`src/sv/wgas_pkg.sv`:
```
// Shared constants, codes and control types for the graph adjacency store.
// No dependencies; every file but the RAM and the macro header imports this package.
package wgas_pkg;

  // Geometry
  localparam int MAX_V    = 16;
  localparam int SLOT_W   = $clog2(MAX_V);
  localparam int ENT_N    = MAX_V * MAX_V;
  localparam int ADDR_W   = 2 * SLOT_W;

  // Field widths
  localparam int CMD_W    = 3;
  localparam int KEY_W    = 32;
  localparam int WEIGHT_W = 16;
  localparam int DEG_W    = 5;
  localparam int STR_W    = 19;
  localparam int VCNT_W   = 5;
  localparam int EDGE_W   = 16;

  localparam logic [EDGE_W-1:0] EDGE_MAX = {EDGE_W{1'b1}};

  typedef enum logic [CMD_W-1:0] {
    CMD_ADD = CMD_W'(0),
    CMD_DEL = CMD_W'(1),
    CMD_SET = CMD_W'(2),
    CMD_CLR = CMD_W'(3),
    CMD_QRY = CMD_W'(4)
  } cmd_e;

  typedef enum logic [2:0] {
    ST_IDLE,
    ST_SEARCH,
    ST_EXEC,
    ST_WR_BA,
    ST_SCAN,
    ST_DRAIN,
    ST_DONE
  } state_e;

  // Controller to datapath strobes
  typedef struct packed {
    logic load_item;
    logic cnt_clr;
    logic search;
    logic add_vertex;
    logic del_vertex;
    logic wr_ab;
    logic wr_ba;
    logic clr_edge;
    logic edge_inc;
    logic edge_dec;
    logic scan_rd;
    logic set_ok;
    logic load_rsp;
  } ctl_t;

  // Datapath to controller status
  typedef struct packed {
    logic [CMD_W-1:0] cmd;
    logic             found_a;
    logic             found_b;
    logic             has_free;
    logic             cnt_last;
  } sts_t;

endpackage

```
`src/sv/wgas_cmd_if.sv`:
```
// Command channel: valid/ready handshake carrying one command item.
// Depends on wgas_pkg for field widths.
interface wgas_cmd_if import wgas_pkg::*; ();
  logic                       valid;
  logic                       ready;
  logic [CMD_W-1:0]           cmd;
  logic [KEY_W-1:0]           key_a;
  logic [KEY_W-1:0]           key_b;
  logic signed [WEIGHT_W-1:0] edge_weight;

  modport source (output valid, cmd, key_a, key_b, edge_weight, input ready);
  modport sink   (input valid, cmd, key_a, key_b, edge_weight, output ready);
endinterface

```
`src/sv/wgas_rsp_if.sv`:
```
// Result channel: valid/ready handshake carrying one result item.
// Depends on wgas_pkg for field widths.
interface wgas_rsp_if import wgas_pkg::*; ();
  logic              valid;
  logic              ready;
  logic              ok;
  logic [DEG_W-1:0]  degree;
  logic [STR_W-1:0]  strength;
  logic [VCNT_W-1:0] vertex_total;
  logic [EDGE_W-1:0] edge_total;

  modport source (output valid, ok, degree, strength, vertex_total, edge_total,
                  input ready);
  modport sink   (input valid, ok, degree, strength, vertex_total, edge_total,
                  output ready);
endinterface

```
`src/sv/wgas_ram.sv`:
```
// Generic simple dual-port RAM: one write port, one read port, registered read.
// No dependencies.
module wgas_ram #(
  parameter int unsigned WIDTH = 16,
  parameter int unsigned DEPTH = 256
) (
  input  logic                     clk_i,
  input  logic                     we_i,
  input  logic [$clog2(DEPTH)-1:0] waddr_i,
  input  logic [WIDTH-1:0]         wdata_i,
  input  logic [$clog2(DEPTH)-1:0] raddr_i,
  output logic [WIDTH-1:0]         rdata_o
);

  logic [WIDTH-1:0] mem_q [DEPTH];
  logic [WIDTH-1:0] rdata_q;

  // Write and registered read
  always_ff @(posedge clk_i) begin
    if (we_i) begin
      mem_q[waddr_i] <= wdata_i;
    end
    rdata_q <= mem_q[raddr_i];
  end

  assign rdata_o = rdata_q;

endmodule

```
`src/sv/wgas_dp.sv`:
```
// Datapath: item registers, key table, slot and entry valid bits, weight RAM,
// counters, row accumulators and result register. Depends on wgas_pkg, wgas_ram.
module wgas_dp import wgas_pkg::*; (
  input  logic                       clk_i,
  input  logic                       rst_ni,
  input  ctl_t                       ctl_i,
  output sts_t                       sts_o,
  input  logic [CMD_W-1:0]           cmd_i,
  input  logic [KEY_W-1:0]           key_a_i,
  input  logic [KEY_W-1:0]           key_b_i,
  input  logic signed [WEIGHT_W-1:0] edge_weight_i,
  output logic                       ok_o,
  output logic [DEG_W-1:0]           degree_o,
  output logic [STR_W-1:0]           strength_o,
  output logic [VCNT_W-1:0]          vertex_total_o,
  output logic [EDGE_W-1:0]          edge_total_o
);

  // Item registers
  logic [CMD_W-1:0]    cmd_q;
  logic [KEY_W-1:0]    key_a_q;
  logic [KEY_W-1:0]    key_b_q;
  logic [WEIGHT_W-1:0] weight_q;

  // Slot state
  logic [KEY_W-1:0]    keys_q [MAX_V];
  logic [MAX_V-1:0]    slot_vld_q;
  logic [ENT_N-1:0]    ent_vld_q, ent_vld_d;

  // Search and scan
  logic [SLOT_W-1:0]   cnt_q;
  logic                found_a_q, found_b_q, has_free_q;
  logic [SLOT_W-1:0]   idx_a_q, idx_b_q, free_q;
  logic                hit_a, hit_b;
  logic                rd_pend_q, rd_vld_q;

  // Counters and accumulators
  logic [VCNT_W-1:0]   vcnt_q;
  logic [EDGE_W-1:0]   ecnt_q;
  logic                ok_q;
  logic [DEG_W-1:0]    deg_q;
  logic [STR_W-1:0]    str_q;

  // Result register
  logic                rsp_ok_q;
  logic [DEG_W-1:0]    rsp_deg_q;
  logic [STR_W-1:0]    rsp_str_q;
  logic [VCNT_W-1:0]   rsp_vcnt_q;
  logic [EDGE_W-1:0]   rsp_ecnt_q;

  // Weight RAM
  logic                ram_we;
  logic [ADDR_W-1:0]   ram_waddr, ram_raddr;
  logic [WEIGHT_W-1:0] ram_rdata;
  logic                rd_pos;

  wgas_ram #(
    .WIDTH (WEIGHT_W),
    .DEPTH (ENT_N)
  ) u_ram (
    .clk_i   (clk_i),
    .we_i    (ram_we),
    .waddr_i (ram_waddr),
    .wdata_i (weight_q),
    .raddr_i (ram_raddr),
    .rdata_o (ram_rdata)
  );

  assign ram_we    = ctl_i.wr_ab | ctl_i.wr_ba;
  assign ram_waddr = ctl_i.wr_ab ? {idx_a_q, idx_b_q} : {idx_b_q, idx_a_q};
  assign ram_raddr = {idx_a_q, cnt_q};

  // Compare the slot under the counter against both keys
  assign hit_a = slot_vld_q[cnt_q] && (keys_q[cnt_q] == key_a_q);
  assign hit_b = slot_vld_q[cnt_q] && (keys_q[cnt_q] == key_b_q);

  // Returned entry counts when valid and strictly positive
  assign rd_pos = rd_pend_q && rd_vld_q && !ram_rdata[WEIGHT_W-1] && (ram_rdata != '0);

  // Entry valid bits: set on write, drop on clear or vertex removal
  always_comb begin
    ent_vld_d = ent_vld_q;
    if (ctl_i.wr_ab) begin
      ent_vld_d[{idx_a_q, idx_b_q}] = 1'b1;
    end
    if (ctl_i.wr_ba) begin
      ent_vld_d[{idx_b_q, idx_a_q}] = 1'b1;
    end
    if (ctl_i.clr_edge) begin
      ent_vld_d[{idx_a_q, idx_b_q}] = 1'b0;
      ent_vld_d[{idx_b_q, idx_a_q}] = 1'b0;
    end
    if (ctl_i.del_vertex) begin
      for (int j = 0; j < MAX_V; j++) begin
        ent_vld_d[{idx_a_q, SLOT_W'(j)}] = 1'b0;
        ent_vld_d[{SLOT_W'(j), idx_a_q}] = 1'b0;
      end
    end
  end

  // Control state
  always_ff @(posedge clk_i or negedge rst_ni) begin
    if (!rst_ni) begin
      cnt_q      <= '0;
      found_a_q  <= 1'b0;
      found_b_q  <= 1'b0;
      has_free_q <= 1'b0;
      slot_vld_q <= '0;
      ent_vld_q  <= '0;
      vcnt_q     <= '0;
      ecnt_q     <= '0;
      ok_q       <= 1'b0;
      deg_q      <= '0;
      str_q      <= '0;
      rd_pend_q  <= 1'b0;
    end else begin
      ent_vld_q <= ent_vld_d;
      rd_pend_q <= ctl_i.scan_rd;

      // Advance or restart the slot counter
      if (ctl_i.cnt_clr) begin
        cnt_q <= '0;
      end else if (ctl_i.search || ctl_i.scan_rd) begin
        cnt_q <= cnt_q + SLOT_W'(1);
      end

      // Clear per-item flags and accumulators
      if (ctl_i.load_item) begin
        found_a_q  <= 1'b0;
        found_b_q  <= 1'b0;
        has_free_q <= 1'b0;
        ok_q       <= 1'b0;
        deg_q      <= '0;
        str_q      <= '0;
      end

      // Latch first matches and first free slot
      if (ctl_i.search) begin
        if (hit_a && !found_a_q) begin
          found_a_q <= 1'b1;
        end
        if (hit_b && !found_b_q) begin
          found_b_q <= 1'b1;
        end
        if (!slot_vld_q[cnt_q] && !has_free_q) begin
          has_free_q <= 1'b1;
        end
      end

      if (ctl_i.set_ok) begin
        ok_q <= 1'b1;
      end

      // Vertex bookkeeping
      if (ctl_i.add_vertex) begin
        slot_vld_q[free_q] <= 1'b1;
        vcnt_q             <= vcnt_q + VCNT_W'(1);
      end
      if (ctl_i.del_vertex) begin
        slot_vld_q[idx_a_q] <= 1'b0;
        if (vcnt_q != '0) begin
          vcnt_q <= vcnt_q - VCNT_W'(1);
        end
      end

      // Saturating edge counter
      if (ctl_i.edge_inc && (ecnt_q != EDGE_MAX)) begin
        ecnt_q <= ecnt_q + EDGE_W'(1);
      end
      if (ctl_i.edge_dec && (ecnt_q != '0)) begin
        ecnt_q <= ecnt_q - EDGE_W'(1);
      end

      // Accumulate degree and strength from the returned row entry
      if (rd_pos) begin
        deg_q <= deg_q + DEG_W'(1);
        str_q <= str_q + STR_W'(ram_rdata);
      end
    end
  end

  // Payload registers
  always_ff @(posedge clk_i) begin
    if (ctl_i.load_item) begin
      cmd_q    <= cmd_i;
      key_a_q  <= key_a_i;
      key_b_q  <= key_b_i;
      weight_q <= edge_weight_i;
    end
    if (ctl_i.search) begin
      if (hit_a && !found_a_q) begin
        idx_a_q <= cnt_q;
      end
      if (hit_b && !found_b_q) begin
        idx_b_q <= cnt_q;
      end
      if (!slot_vld_q[cnt_q] && !has_free_q) begin
        free_q <= cnt_q;
      end
    end
    if (ctl_i.add_vertex) begin
      keys_q[free_q] <= key_a_q;
    end
    rd_vld_q <= ent_vld_q[{idx_a_q, cnt_q}] && slot_vld_q[cnt_q];
    if (ctl_i.load_rsp) begin
      rsp_ok_q   <= ok_q;
      rsp_deg_q  <= deg_q;
      rsp_str_q  <= str_q;
      rsp_vcnt_q <= vcnt_q;
      rsp_ecnt_q <= ecnt_q;
    end
  end

  assign sts_o.cmd      = cmd_q;
  assign sts_o.found_a  = found_a_q;
  assign sts_o.found_b  = found_b_q;
  assign sts_o.has_free = has_free_q;
  assign sts_o.cnt_last = (cnt_q == SLOT_W'(MAX_V - 1));

  assign ok_o           = rsp_ok_q;
  assign degree_o       = rsp_deg_q;
  assign strength_o     = rsp_str_q;
  assign vertex_total_o = rsp_vcnt_q;
  assign edge_total_o   = rsp_ecnt_q;

endmodule

```
`src/sv/wgas_ctrl.sv`:
```
// Controller: command sequencer and result valid flag.
// Depends on wgas_pkg for state, command codes and control structs.
module wgas_ctrl import wgas_pkg::*; (
  input  logic clk_i,
  input  logic rst_ni,
  input  logic cmd_valid_i,
  output logic cmd_ready_o,
  output logic rsp_valid_o,
  input  logic rsp_ready_i,
  input  sts_t sts_i,
  output ctl_t ctl_o
);

  state_e state_q, state_d;
  logic   rsp_valid_q;

  // State register
  always_ff @(posedge clk_i or negedge rst_ni) begin
    if (!rst_ni) begin
      state_q <= ST_IDLE;
    end else begin
      state_q <= state_d;
    end
  end

  // Next state and strobes
  always_comb begin
    state_d     = state_q;
    ctl_o       = '0;
    cmd_ready_o = 1'b0;
    unique case (state_q)
      ST_IDLE: begin
        cmd_ready_o = 1'b1;
        if (cmd_valid_i) begin
          ctl_o.load_item = 1'b1;
          ctl_o.cnt_clr   = 1'b1;
          state_d         = ST_SEARCH;
        end
      end
      ST_SEARCH: begin
        ctl_o.search = 1'b1;
        if (sts_i.cnt_last) begin
          state_d = ST_EXEC;
        end
      end
      ST_EXEC: begin
        state_d = ST_DONE;
        unique case (cmd_e'(sts_i.cmd))
          CMD_ADD: begin
            if (!sts_i.found_a && sts_i.has_free) begin
              ctl_o.add_vertex = 1'b1;
              ctl_o.set_ok     = 1'b1;
            end
          end
          CMD_DEL: begin
            if (sts_i.found_a) begin
              ctl_o.del_vertex = 1'b1;
              ctl_o.set_ok     = 1'b1;
            end
          end
          CMD_SET: begin
            if (sts_i.found_a && sts_i.found_b) begin
              ctl_o.wr_ab    = 1'b1;
              ctl_o.edge_inc = 1'b1;
              ctl_o.set_ok   = 1'b1;
              state_d        = ST_WR_BA;
            end
          end
          CMD_CLR: begin
            if (sts_i.found_a && sts_i.found_b) begin
              ctl_o.clr_edge = 1'b1;
              ctl_o.edge_dec = 1'b1;
              ctl_o.set_ok   = 1'b1;
            end
          end
          CMD_QRY: begin
            if (sts_i.found_a) begin
              ctl_o.set_ok  = 1'b1;
              ctl_o.cnt_clr = 1'b1;
              state_d       = ST_SCAN;
            end
          end
          default: begin
            state_d = ST_DONE;
          end
        endcase
      end
      ST_WR_BA: begin
        ctl_o.wr_ba = 1'b1;
        state_d     = ST_DONE;
      end
      ST_SCAN: begin
        ctl_o.scan_rd = 1'b1;
        if (sts_i.cnt_last) begin
          state_d = ST_DRAIN;
        end
      end
      ST_DRAIN: begin
        state_d = ST_DONE;
      end
      ST_DONE: begin
        // Hand over once the result register is free
        if (!rsp_valid_q || rsp_ready_i) begin
          ctl_o.load_rsp = 1'b1;
          state_d        = ST_IDLE;
        end
      end
      default: begin
        state_d = ST_IDLE;
      end
    endcase
  end

  // Result valid: set on load, drop when taken
  always_ff @(posedge clk_i or negedge rst_ni) begin
    if (!rst_ni) begin
      rsp_valid_q <= 1'b0;
    end else if (ctl_o.load_rsp) begin
      rsp_valid_q <= 1'b1;
    end else if (rsp_ready_i) begin
      rsp_valid_q <= 1'b0;
    end
  end

  assign rsp_valid_o = rsp_valid_q;

endmodule

```
`src/sv/weighted_graph_adjacency_store_unit.sv`:
```
// Keyed weighted graph store: 16-slot adjacency matrix, one item at a time.
// Each item steps through a key search over all slots, an execute step and a
// result step; set edge adds a second mirrored RAM write, a found query adds a row
// scan and a drain step for the last RAM read. A new item is taken only once the
// previous one has left its result step; an item waits in its last step while the
// previous result is not taken.
// Reset (async, active low) empties all slots and entries and zeroes both counters.
module weighted_graph_adjacency_store_unit import wgas_pkg::*; (
  input  logic       clk_i,
  input  logic       rst_ni,
  wgas_cmd_if.sink   cmd_i,
  wgas_rsp_if.source rsp_o
);

  ctl_t ctl;
  sts_t sts;

  wgas_ctrl u_ctrl (
    .clk_i       (clk_i),
    .rst_ni      (rst_ni),
    .cmd_valid_i (cmd_i.valid),
    .cmd_ready_o (cmd_i.ready),
    .rsp_valid_o (rsp_o.valid),
    .rsp_ready_i (rsp_o.ready),
    .sts_i       (sts),
    .ctl_o       (ctl)
  );

  wgas_dp u_dp (
    .clk_i          (clk_i),
    .rst_ni         (rst_ni),
    .ctl_i          (ctl),
    .sts_o          (sts),
    .cmd_i          (cmd_i.cmd),
    .key_a_i        (cmd_i.key_a),
    .key_b_i        (cmd_i.key_b),
    .edge_weight_i  (cmd_i.edge_weight),
    .ok_o           (rsp_o.ok),
    .degree_o       (rsp_o.degree),
    .strength_o     (rsp_o.strength),
    .vertex_total_o (rsp_o.vertex_total),
    .edge_total_o   (rsp_o.edge_total)
  );

endmodule

```
`src/flat_wrapper.sv`:
```
// flat-port wrapper written by rule: the top's interface ports become plain ports
module weighted_graph_adjacency_store_unit_flat import wgas_pkg::*;
  (clk_i, rst_ni, cmd_i_valid, cmd_i_cmd, cmd_i_key_a, cmd_i_key_b, cmd_i_edge_weight, cmd_i_ready, rsp_o_valid, rsp_o_ok, rsp_o_degree, rsp_o_strength, rsp_o_vertex_total, rsp_o_edge_total, rsp_o_ready);
  wgas_cmd_if cmd_i_i ();
  wgas_rsp_if rsp_o_i ();
  input  logic clk_i;
  input  logic rst_ni;
  input wire logic [$bits(cmd_i_i.valid)-1:0] cmd_i_valid;
  input wire logic [$bits(cmd_i_i.cmd)-1:0] cmd_i_cmd;
  input wire logic [$bits(cmd_i_i.key_a)-1:0] cmd_i_key_a;
  input wire logic [$bits(cmd_i_i.key_b)-1:0] cmd_i_key_b;
  input wire logic [$bits(cmd_i_i.edge_weight)-1:0] cmd_i_edge_weight;
  output wire logic [$bits(cmd_i_i.ready)-1:0] cmd_i_ready;
  output wire logic [$bits(rsp_o_i.valid)-1:0] rsp_o_valid;
  output wire logic [$bits(rsp_o_i.ok)-1:0] rsp_o_ok;
  output wire logic [$bits(rsp_o_i.degree)-1:0] rsp_o_degree;
  output wire logic [$bits(rsp_o_i.strength)-1:0] rsp_o_strength;
  output wire logic [$bits(rsp_o_i.vertex_total)-1:0] rsp_o_vertex_total;
  output wire logic [$bits(rsp_o_i.edge_total)-1:0] rsp_o_edge_total;
  input wire logic [$bits(rsp_o_i.ready)-1:0] rsp_o_ready;
  assign cmd_i_i.valid = cmd_i_valid;
  assign cmd_i_i.cmd = cmd_i_cmd;
  assign cmd_i_i.key_a = cmd_i_key_a;
  assign cmd_i_i.key_b = cmd_i_key_b;
  assign cmd_i_i.edge_weight = cmd_i_edge_weight;
  assign cmd_i_ready = cmd_i_i.ready;
  assign rsp_o_valid = rsp_o_i.valid;
  assign rsp_o_ok = rsp_o_i.ok;
  assign rsp_o_degree = rsp_o_i.degree;
  assign rsp_o_strength = rsp_o_i.strength;
  assign rsp_o_vertex_total = rsp_o_i.vertex_total;
  assign rsp_o_edge_total = rsp_o_i.edge_total;
  assign rsp_o_i.ready = rsp_o_ready;
  weighted_graph_adjacency_store_unit u_core (.clk_i(clk_i), .rst_ni(rst_ni), .cmd_i(cmd_i_i), .rsp_o(rsp_o_i));
endmodule
```
`config.mk`:
```
export PLATFORM = sky130hd
export DESIGN_NAME = weighted_graph_adjacency_store_unit_flat
export DESIGN_NICKNAME = d
export VERILOG_FILES = /design/src/sv/wgas_pkg.sv /design/src/sv/wgas_cmd_if.sv /design/src/sv/wgas_rsp_if.sv /design/src/sv/wgas_ram.sv /design/src/sv/wgas_dp.sv /design/src/sv/wgas_ctrl.sv /design/src/sv/weighted_graph_adjacency_store_unit.sv /design/src/flat_wrapper.sv
export SDC_FILE = /design/constraint.sdc
export NUM_CORES = 2
export LEC_CHECK = 0
export BUFFER_PORTS_ARGS = -buffer_cell sky130_fd_sc_hd__buf_2
export CORE_MARGIN = 5
export CORE_UTILIZATION = 35
export CTS_BUF_LIST = sky130_fd_sc_hd__clkbuf_16
export CTS_CLUSTER_DIAMETER = 30
export DETAILED_ROUTE_END_ITERATION = 8
export MAX_ROUTING_LAYER = met4
export PLACE_DENSITY = 0.55
export SYNTH_ARGS = -nofsm -noshare
export SYNTH_HDL_FRONTEND = slang
export SYNTH_HIERARCHICAL = 1
export SYNTH_MEMORY_MAX_BITS = 65536
export SYNTH_SLANG_ARGS = --single-unit
```
`constraint.sdc`:
```
create_clock -name clk_i -period 5.67 [get_ports clk_i]
set_input_delay 0.8505 -clock clk_i [delete_from_list [all_inputs] [get_ports clk_i]]
set_output_delay 0.8505 -clock clk_i [all_outputs]
set_load 0.05 [all_outputs]
```
==> flow_metrics.tcl <==
set metrics [dict create \
    synth_warnings 6 \
    synth_edf_count 4749 \
    antenna_found_initial 34 \
    grt_setup_unrepaired "no" \
    htree_levels 7 \
    cts_hold_buffers 86 \
    grt_pass1_wl_um 879900 \
    path_cells "or3b_4 -> nor4_2 -> buf_12 -> mux2_2 -> nor2_1 -> nand3_2 -> buf_4 -> nor2_1 -> buf_4" \
    fill_cells 49328 \
    cts_num_sinks 5096 \
    worstSetupEndpointType "flop" \
    reg2reg_to "u_core/u_dp/u_ram/mem_q[176][7]" \
    power_frac_comb_pct 17.9 \
    boundaryPins 135 \
    async_flop_share_pct 6.476 \
    startpoint_type "flop" \
    vias_per_cell 5.625 \
    cts.repair.resized 0 \
    arrival_ns 5.79 \
    final_layout_size_suffix_gt1_share_pct 29.41 \
    ys_types 86 \
    setup-violations-final 0 \
    cts_tree "done" \
    synth_top_area_cell "edfxtp_1" \
    holdWs_ns 0.2079 \
    ys_top_cells_by_count "edfxtp_1, mux4_2, nor2_1" \
    grt_max_degree 192 \
    crit_start "u_core/u_ctrl/state_q[1]" \
    status "complete, no violations" \
    p_int_mw 97.78 \
    fp.dieH_um 774.3 \
    row_count 280 \
    totalPowerFinal_mw 133.3 \
    clockPowerShare_pct 49.2 \
    critPathBufInv 3 \
    grt-ovfl-total 0 \
    crit_path_max_fanout 21 \
    synth-seq-cells 5096 \
    die_width_um 774.3 \
    swShare_pct 26.67 \
    syn_inst 10900 \
    r2r_cells 9 \
    synth_area_leaders "edfxtp_1, mux4_2, dfrtp_1" \
    slew_viol_final 0 \
    critical-path-top-delay-family "simple AND/OR/NAND/NOR gates" \
    finalClockSkew_ns 0.1107 \
    synth_top_area_share_pct 69.76 \
    track_usage_pct 20.92 \
    seqPwrFrac_pct 32.9 \
    rrSetupSlack_ns 0.68 \
    clock.fmax_ghz 0.2005 \
    multiInputGateArea_sq_um 49970 \
    place.port_buffers 134 \
    initial_core_util_pct 35.13 \
    avgSynthCellArea_sq_um 18.75 \
    clkTransAtPathRegs_ns 0.05 \
    grt_pass1_vias 119736 \
    regArea_sq_um 151200 \
    clk_latency_ns 1.16 \
    wl_per_cell_um 29.55 \
    cts_buffer_depth 5 \
    ys_dominant_reg_cell "edfxtp_1" \
    hold_path_class "in -> async" \
    post-route-drc-count 0 \
    ys_seq_area_share_pct 73.96 \
    finalCriticalPeriod_ns 4.987 \
    synth_nets 11023 \
    post_cts_buffers 0 \
    max_stage_delay_ns 0.83 \
    setup_tns_ns 0 \
    hold_viol_final 0 \
    power.leakage_nw 86.93 \
    drtPass1Iterations 7 \
    crit_type "reg -> reg" \
    synth.cell_area_sq_um 204400 \
    post-route-period-util_pct 87.95 \
    fin_cells 20958 \
    slew_headroom_pct 3.783 \
    yosysMostFrequentCell "edfxtp_1" \
    power_density_nw_per_um2 517.9 \
    cts_buffers 1187 \
    worst_pin_slew_ns 1.443 \
    antenna_left 0 \
    drv_cap 0 \
    cts-root-buf "clkbuf_16" \
    core_area_sq_um 581900 \
    areaGrowthSynthToFinish_pct 25.94 \
    die_area_sq_um 599500 \
    placed_cells 18796 \
    wl_um 619300 \
    switchingPower_mw 35.56 \
    r2r_start "u_core/u_ctrl/state_q[1]" \
    hpwl_um 372600 \
    cpMaxStageDelayCell "nand3_2" \
    gp_congestion 0.8896 \
    vdd_drop_max_v 0.0003216 \
    cp.required_ns 6.47 \
    drtIter0Drc 13802 \
    via_count 117899 \
    num-nets-final 12439 \
]
[worst reg2reg max path: stages (launching register included)]
cell,delay (ns)
dfrtp_1,0.57
or3b_4,0.46
nor4_2,0.37
buf_12,0.26
mux2_2,0.53
nor2_1,0.52
nand3_2,0.83
buf_4,0.46
nor2_1,0.36
buf_4,0.30
[area by class of cell]
| class | instances | share of cell area, % |
|---|---|---|
| Clock inverter | 850 | 3.337 |
| Sequential cell | 5096 | 58.74 |
| Timing Repair Buffer | 903 | 2.974 |
| Clock buffer | 1205 | 11.71 |
| Inverter | 27 | 0.04422 |
| Tap cell | 7755 | 3.769 |
| Multi-Input combinational cell | 5101 | 19.41 |
| Antenna cell | 21 | 0.02041 |
[registers in the layout, summed over array words and instances, names as in the netlist, 16 cells and up]
signal                     count
u_core/u_dp/u_ram/rdata_o     16
u_core/u_dp/u_ram/mem_q     4096
u_core/u_dp/key_b_q           32
u_core/u_dp/slot_vld_q        16
u_core/u_dp/ecnt_q            16
u_core/u_dp/strength_o        19
u_core/u_dp/edge_total_o      16
u_core/u_dp/keys_q           512
u_core/u_dp/weight_q          16
u_core/u_dp/key_a_q           32
u_core/u_dp/str_q             19
u_core/u_dp/ent_vld_q        256
[cell families after synthesis]
group | after synthesis | share of synthesized area (%)
adder cells (fa/ha/maj) | 36 | 0.2277
multiplexers | 1753 | 14.62
flip-flops | 5096 | 73.96
XOR/XNOR | 99 | 0.4241
AND/OR/NAND/NOR | 1670 | 3.629
buffers and inverters | 703 | 1.844
AO/OA/AOI/OAI | 1543 | 5.294
[how the worst max path moves through the flow]
stage | end | depth (start not counted) | slack, ns
4_1_cts | u_core/u_dp/ecnt_q[14] | 14 | 0.82
6_report | u_core/u_dp/u_ram/mem_q[176][7] | 9 | 0.68
2_1_floorplan | u_core/u_dp/str_q[16] | 7 | 0.96
3_5_place_dp | u_core/u_dp/u_ram/rdata_o[12] | 11 | 0.83
3_3_place_gp | u_core/u_dp/ecnt_q[14] | 14 | 0.76
5_1_grt | u_core/u_dp/ecnt_q[14] | 14 | 0.62
[per-layer routing]
layer / up-vias / GRT usage (%) / part of all wire [%]
li1: 48285 / - / -
met1: 62009 / 27.52 / 41
met2: 6242 / 31.51 / 47
met3: 1363 / 5.168 / 9.1
met4: 0 / 7.858 / 3.3
met5: - / - / 0
[cell usage in the layout, fill, tap and decap left out, drive strengths merged, types with 207 or more instances in the layout]
cell type / count
a21oi: 258
a221oi: 276
buf: 817
clkbuf: 1205
clkinv: 412
dfrtp: 330
edfxtp: 4749
inv: 207
mux2i: 659
mux4: 973
nand2: 218
nor2: 928
o21ai: 283
o221ai: 255
[metrics by stage]
step | utilization [%] | cell area (sq um) | setup slack (ns)
finish | 44.24 | 257500 | 0.6835
detailed placement | 37.43 | 217800 | 0.8292
global route | 44.24 | 257400 | 0.6190
CTS | 44.24 | 257400 | 0.8192
global placement | 37.43 | 217800 | 0.7638
floorplan | - | 204400 | 0.9599
[power groups by stage]
stage	Combinational [mW]	Clock [mW]	Sequential, mW
floorplan	15.7	0	45.0
global placement	23.7	0	44.4
detailed placement	24.0	0	44.5
CTS	24.1	66.5	43.8
global route	25.2	68.7	43.8
finish	23.9	65.6	43.8
(Power assumes the default switching activity.)
